[src/rbps_pkg.sv]
// ----------------------------------------------------------------------------
// rbps_pkg
// Shared types and constants of the best-peer selector: queue item layout,
// operation and candidate-change codes, sequencer states, datapath widths.
// ----------------------------------------------------------------------------
`default_nettype none

package rbps_pkg;

  localparam int ADDR_W = 48;
  localparam int LVL_W  = 16;
  localparam int RSSI_W = 8;

  // blend numerator and rounding dividend widths (weight denominator up to 64)
  localparam int NUM_W  = 26;
  localparam int DIVD_W = 24;
  // reciprocal width and shift, exact for dividends below 2**DIVD_W and
  // divisors up to 128
  localparam int RECIP_W  = 31;
  localparam int RECIP_SH = 31;

  localparam int CFG_IDX_W  = 4;
  localparam int CFG_DATA_W = 8;
  localparam int ALPHA_W    = 4;
  localparam int HYST_W     = 5;

  localparam logic [CFG_IDX_W-1:0] REG_ALPHA = 4'd0;
  localparam logic [CFG_IDX_W-1:0] REG_HYST  = 4'd1;

  typedef enum logic [0:0] {
    OP_OBSERVE = 1'b0,
    OP_CLEAR   = 1'b1
  } op_t;

  typedef enum logic [1:0] {
    CHG_NONE    = 2'd0,
    CHG_SET     = 2'd1,
    CHG_REPLACE = 2'd2
  } chg_t;

  typedef enum logic [2:0] {
    ST_IDLE,
    ST_SCAN,
    ST_MUL,
    ST_PREP,
    ST_DIV,
    ST_FIX,
    ST_DONE
  } state_t;

  typedef struct packed {
    op_t                     op;
    logic [ADDR_W-1:0]       addr;
    logic signed [LVL_W-1:0] sample_q;
  } item_t;

endpackage

`default_nettype wire

[src/rbps_front.sv]
// ----------------------------------------------------------------------------
// rbps_front
// Input side: accepts items, decodes the command, scales the sample to Q8.8
// and holds them in a two-entry queue for the lookup engine.
// ----------------------------------------------------------------------------
`default_nettype none

module rbps_front (
  input  wire logic                           clk,
  input  wire logic                           rst_n,
  input  wire logic                           in_valid,
  output logic                                in_stall,
  input  wire logic                           in_cmd,
  input  wire logic [rbps_pkg::ADDR_W-1:0]    in_peer_addr,
  input  wire logic signed [rbps_pkg::RSSI_W-1:0] in_rssi,
  output logic                                q_valid,
  input  wire logic                           q_pop,
  output rbps_pkg::item_t                     q_item
);

  import rbps_pkg::*;

  item_t       slot_r [2];
  logic        wr_ptr_r, wr_ptr_nxt;
  logic        rd_ptr_r, rd_ptr_nxt;
  logic [1:0]  count_r, count_nxt;
  logic        push;
  logic        pop;
  item_t       item_in;

  assign in_stall = (count_r == 2'd2);
  assign push     = in_valid && !in_stall;
  assign q_valid  = (count_r != 2'd0);
  assign pop      = q_pop && q_valid;
  assign q_item   = slot_r[rd_ptr_r];

  always_comb begin
    item_in.op       = in_cmd ? OP_CLEAR : OP_OBSERVE;
    item_in.addr     = in_peer_addr;
    item_in.sample_q = {in_rssi, 8'h00};
  end

  always_comb begin
    wr_ptr_nxt = push ? ~wr_ptr_r : wr_ptr_r;
    rd_ptr_nxt = pop ? ~rd_ptr_r : rd_ptr_r;
    count_nxt  = count_r + {1'b0, push} - {1'b0, pop};
  end

  always_ff @(posedge clk) begin
    if (!rst_n) begin
      wr_ptr_r <= 1'b0;
      rd_ptr_r <= 1'b0;
      count_r  <= 2'd0;
    end else begin
      wr_ptr_r <= wr_ptr_nxt;
      rd_ptr_r <= rd_ptr_nxt;
      count_r  <= count_nxt;
    end
  end

  always_ff @(posedge clk) begin
    if (push) begin
      slot_r[wr_ptr_r] <= item_in;
    end
  end

endmodule

`default_nettype wire

[config.mk]
export PLATFORM = sky130hd
export DESIGN_NAME = rbps_front
export DESIGN_NICKNAME = d
export VERILOG_FILES = /design/src/rbps_pkg.sv /design/src/rbps_front.sv
export SDC_FILE = /design/constraint.sdc
export NUM_CORES = 1
export LEC_CHECK = 0
export BUFFER_PORTS_ARGS = -buffer_cell sky130_fd_sc_hd__buf_2
export CORE_MARGIN = 10
export CORE_UTILIZATION = 45
export DETAILED_ROUTE_END_ITERATION = 10
export PLACE_DENSITY = 0.71
export SETUP_SLACK_MARGIN = 0.5
export SLEW_MARGIN = 15
export SYNTH_ARGS = -nofsm -noshare
export SYNTH_HDL_FRONTEND = slang
export SYNTH_SLANG_ARGS = --single-unit
[constraint.sdc]
create_clock -name clk -period 4.2 [get_ports clk]
set_clock_uncertainty 0.05 [all_clocks]
set_input_delay 0.21 -clock clk [delete_from_list [all_inputs] [get_ports clk]]
set_output_delay 0.21 -clock clk [all_outputs]
set_load 0.03 [all_outputs]
==> summary.md <==
| Metric | Value |
|---|---|
| Initial core utilization | `0.464` |
| Yosys cell types | `20` |
| Filler instances | `703` |
| Pwr Density | `640 mW/mm^2` |
| Post-DRT Antenna Nets | `0` |
| Number of vias per cell | `4.55` |
| Max_cap viols | `0` |
| Worst-Margin Slew | `0.975 ns` |
| Synth area leaders | `edfxtp_1, mux2_4, mux2_2` |
| Most common cell in the netlist | `edfxtp_1` |
| Area of the multi-input gates | `916 um^2` |
| # rows | `36` |
| Number of synthesized flops with an enable pin | `114` |
| Crit path launch type | `register` |
| Skew-Pair Late Insertion Delay | `0.50 ns` |
| Post-synth top cells | `edfxtp_1, mux2_4, mux2_2` |
| VDD IR-drop max | `0.446 mV` |
| Num CTS Buffers | `17` |
| Post-Synthesis Cell Area | `0.00453 mm^2` |
| First drt pass iteration count | `4` |
| I/O Buffers | `119` |
| CP bufs+invs | `1` |
| Hold Vio Cnt, Final | `0` |
| Pre-CTS WS | `1.86 ns` |
| Slew margin rel. | `0.350` |
| Gr ovfl total | `0` |
| Area of the die | `0.0145 mm^2` |
| Reg clk slew, reported paths | `0.06 ns` |
| Maximum number of pins on one net before global-route repair | `58` |
| Delay-heaviest family, CP | `flip-flops` |
| Max Freq | `421 MHz` |
| CTS Buffer Depth | `2` |
| Synth top area share | `0.756` |
| Setup TNS | `0 ns` |
| Setup bufs post-CTS | `0` |
| GRT Util Overall | `0.126` |
| CP arrival | `2.11 ns` |
| CP max stage cell | `dfxtp_4` |
| IO Pins | `128` |
| Synth Register Bits | `119` |
| CP peak stage delay | `0.96 ns` |
| Final Cycle Share | `0.565` |
| Leak Pwr | `2.54 nW` |
| Sequential share of the synthesized area | `0.778` |
| Die width | `120 um` |
| Die extent in y | `120 um` |
| Nets | `466` |
| GP Congestion | `0.689` |
| Met3 Usage GRT | `0.0572` |
| Slew Limit Fails | `0` |
| Post-DP HPWL | `5760 um` |
| Worst EP required | `3.94 ns` |
| Met2 GRT Util | `0.206` |
| Post-CTS Hold Buffers | `58` |
| Avg WL per Cell | `16.3 um` |
| # setup viols final | `0` |
| Vias in the first global route | `2867` |
| Worst min path class | `in2reg` |
| # resized after CTS | `0` |
| Ant diodes | `0` |
| WL final | `8970 um` |
| Vias | `2497` |
| Yosys top cell by area | `edfxtp_1` |
| Ys async rst share | `0` |
| Syn avg cell area | `21.4 um^2` |
| Status | `complete, no violations` |
| Post-synth top flop | `edfxtp_1` |
| CTS tree | `built` |
| Global-route wire length before repair | `14200 um` |
| Crit end category | `primary output` |
| Initial antenna violation count | `0` |
| Storage element area | `0.00353 mm^2` |
| Critical-path cell list | `mux2_2 -> buf_2` |
| Layout cells sized above 1 | `0.500` |
| Fin crit period | `2.37 ns` |
| Final WS setup | `1.83 ns` |
| Core Region | `0.00977 mm^2` |
| Area grow syn2layout | `41.2%` |
| DRC | `0` |
| Root Driver | `clkbuf_8` |
| CP Class | `reg2out` |
| GR peak layer | `met2` |
| RSZ-0062 raised after global routing | `false` |
| CP Max Fanout | `57` |
| Clock Sinks | `119` |
| Met1 usage | `0.140` |
| Number of DRC markers in iteration 0 | `119` |
| Synthesized instance count | `212` |
| H-tree lvl count | `4` |
| Syn. warnings | `0` |
## worst register-to-register path, stage by stage (launching register included)
cell and delay [ns]:
dfxtp_1 0.36, nand2b_1 0.17, nand2_1 0.15, nor2_4 0.71, buf_4 0.47
## registers in the layout (all words and copies together) (netlist names), named ones only
register and count:
wr_ptr_r 1, count_r 2, slot_r 114, rd_ptr_r 1
## cell families after synthesis
logic type / count (synthesis) / share of synthesized area
compound gates: 1 / 0.00166
xor+xnor: 3 / 0.00580
fa+ha+maj: 2 / 0.00552
buf+inv: 17 / 0.0279
flops: 119 / 0.778
mux: 58 / 0.169
other cells: 1 / 0.000828
simple gates: 11 / 0.0119
## final timing paths
| path | start | end | slack [ns] | depth (start not counted) |
|---|---|---|---|---|
| hold / removal | in_valid | wr_ptr_r | 0.09 | 3 |
| setup reg to reg | count_r[0] | slot_r[0][52] | 1.92 | 4 |
| setup / recovery | register | q_item[25] | 1.83 | 2 |
| hold reg to reg | rd_ptr_r | register | 0.46 | 2 |
## routing by layer
metal / vias to the layer above / part of all wire
li1: 1187 / -
met1: 1202 / 0.43
met4: 0 / 0.017
met2: 93 / 0.48
met5: - / 0
met3: 15 / 0.077
## placed cells by master, fill, tap and decap left out, types with 2 or more instances in the layout
master,n
dlygate4sd3_1,58
clkinv_2,4
dfxtp_1,4
buf_4,2
clkinv_1,2
conb_1,8
mux2_2,27
inv_1,3
edfxtp_1,114
nand2_1,2
clkbuf_1,4
clkbuf_16,16
xnor2_1,2
nand2b_1,2
nor2_1,3
buf_2,119
mux2_4,30
bufinv_16,4
ha_1,2
## through the flow
stage | total power, mW | instance area (um^2) | hold slack (ns) | utilization | std cells
final | 4.09 | 6400 | 0.0854 | 0.654 | 549
after global routing | 4.27 | 6400 | 0.0852 | 0.654 | 549
after CTS | 4.15 | 6400 | 0.0432 | 0.654 | 549
after detailed placement | 2.68 | 5230 | 0.351 | 0.535 | 459
after global placement | 2.67 | 5230 | 0.349 | 0.535 | 459
after floorplan | 2.42 | 4560 | 0.259 | - | 219
## area by class of cell
class	instances	area share
Tap cell	133	0.0260
Multi-Input combinational cell	83	0.143
Clock buffer	21	0.0671
Timing Repair Buffer	179	0.186
Inverter	3	0.00176
Sequential cell	119	0.551
Clock inverter	11	0.0243
## report_power, final
group | switching [mW] | internal [mW] | total [mW]
combinational | 0.622 | 0.439 | 1.06
clock | 0.459 | 0.953 | 1.41
sequential | 0.126 | 1.50 | 1.62
Power figures use the tool's default switching activity.
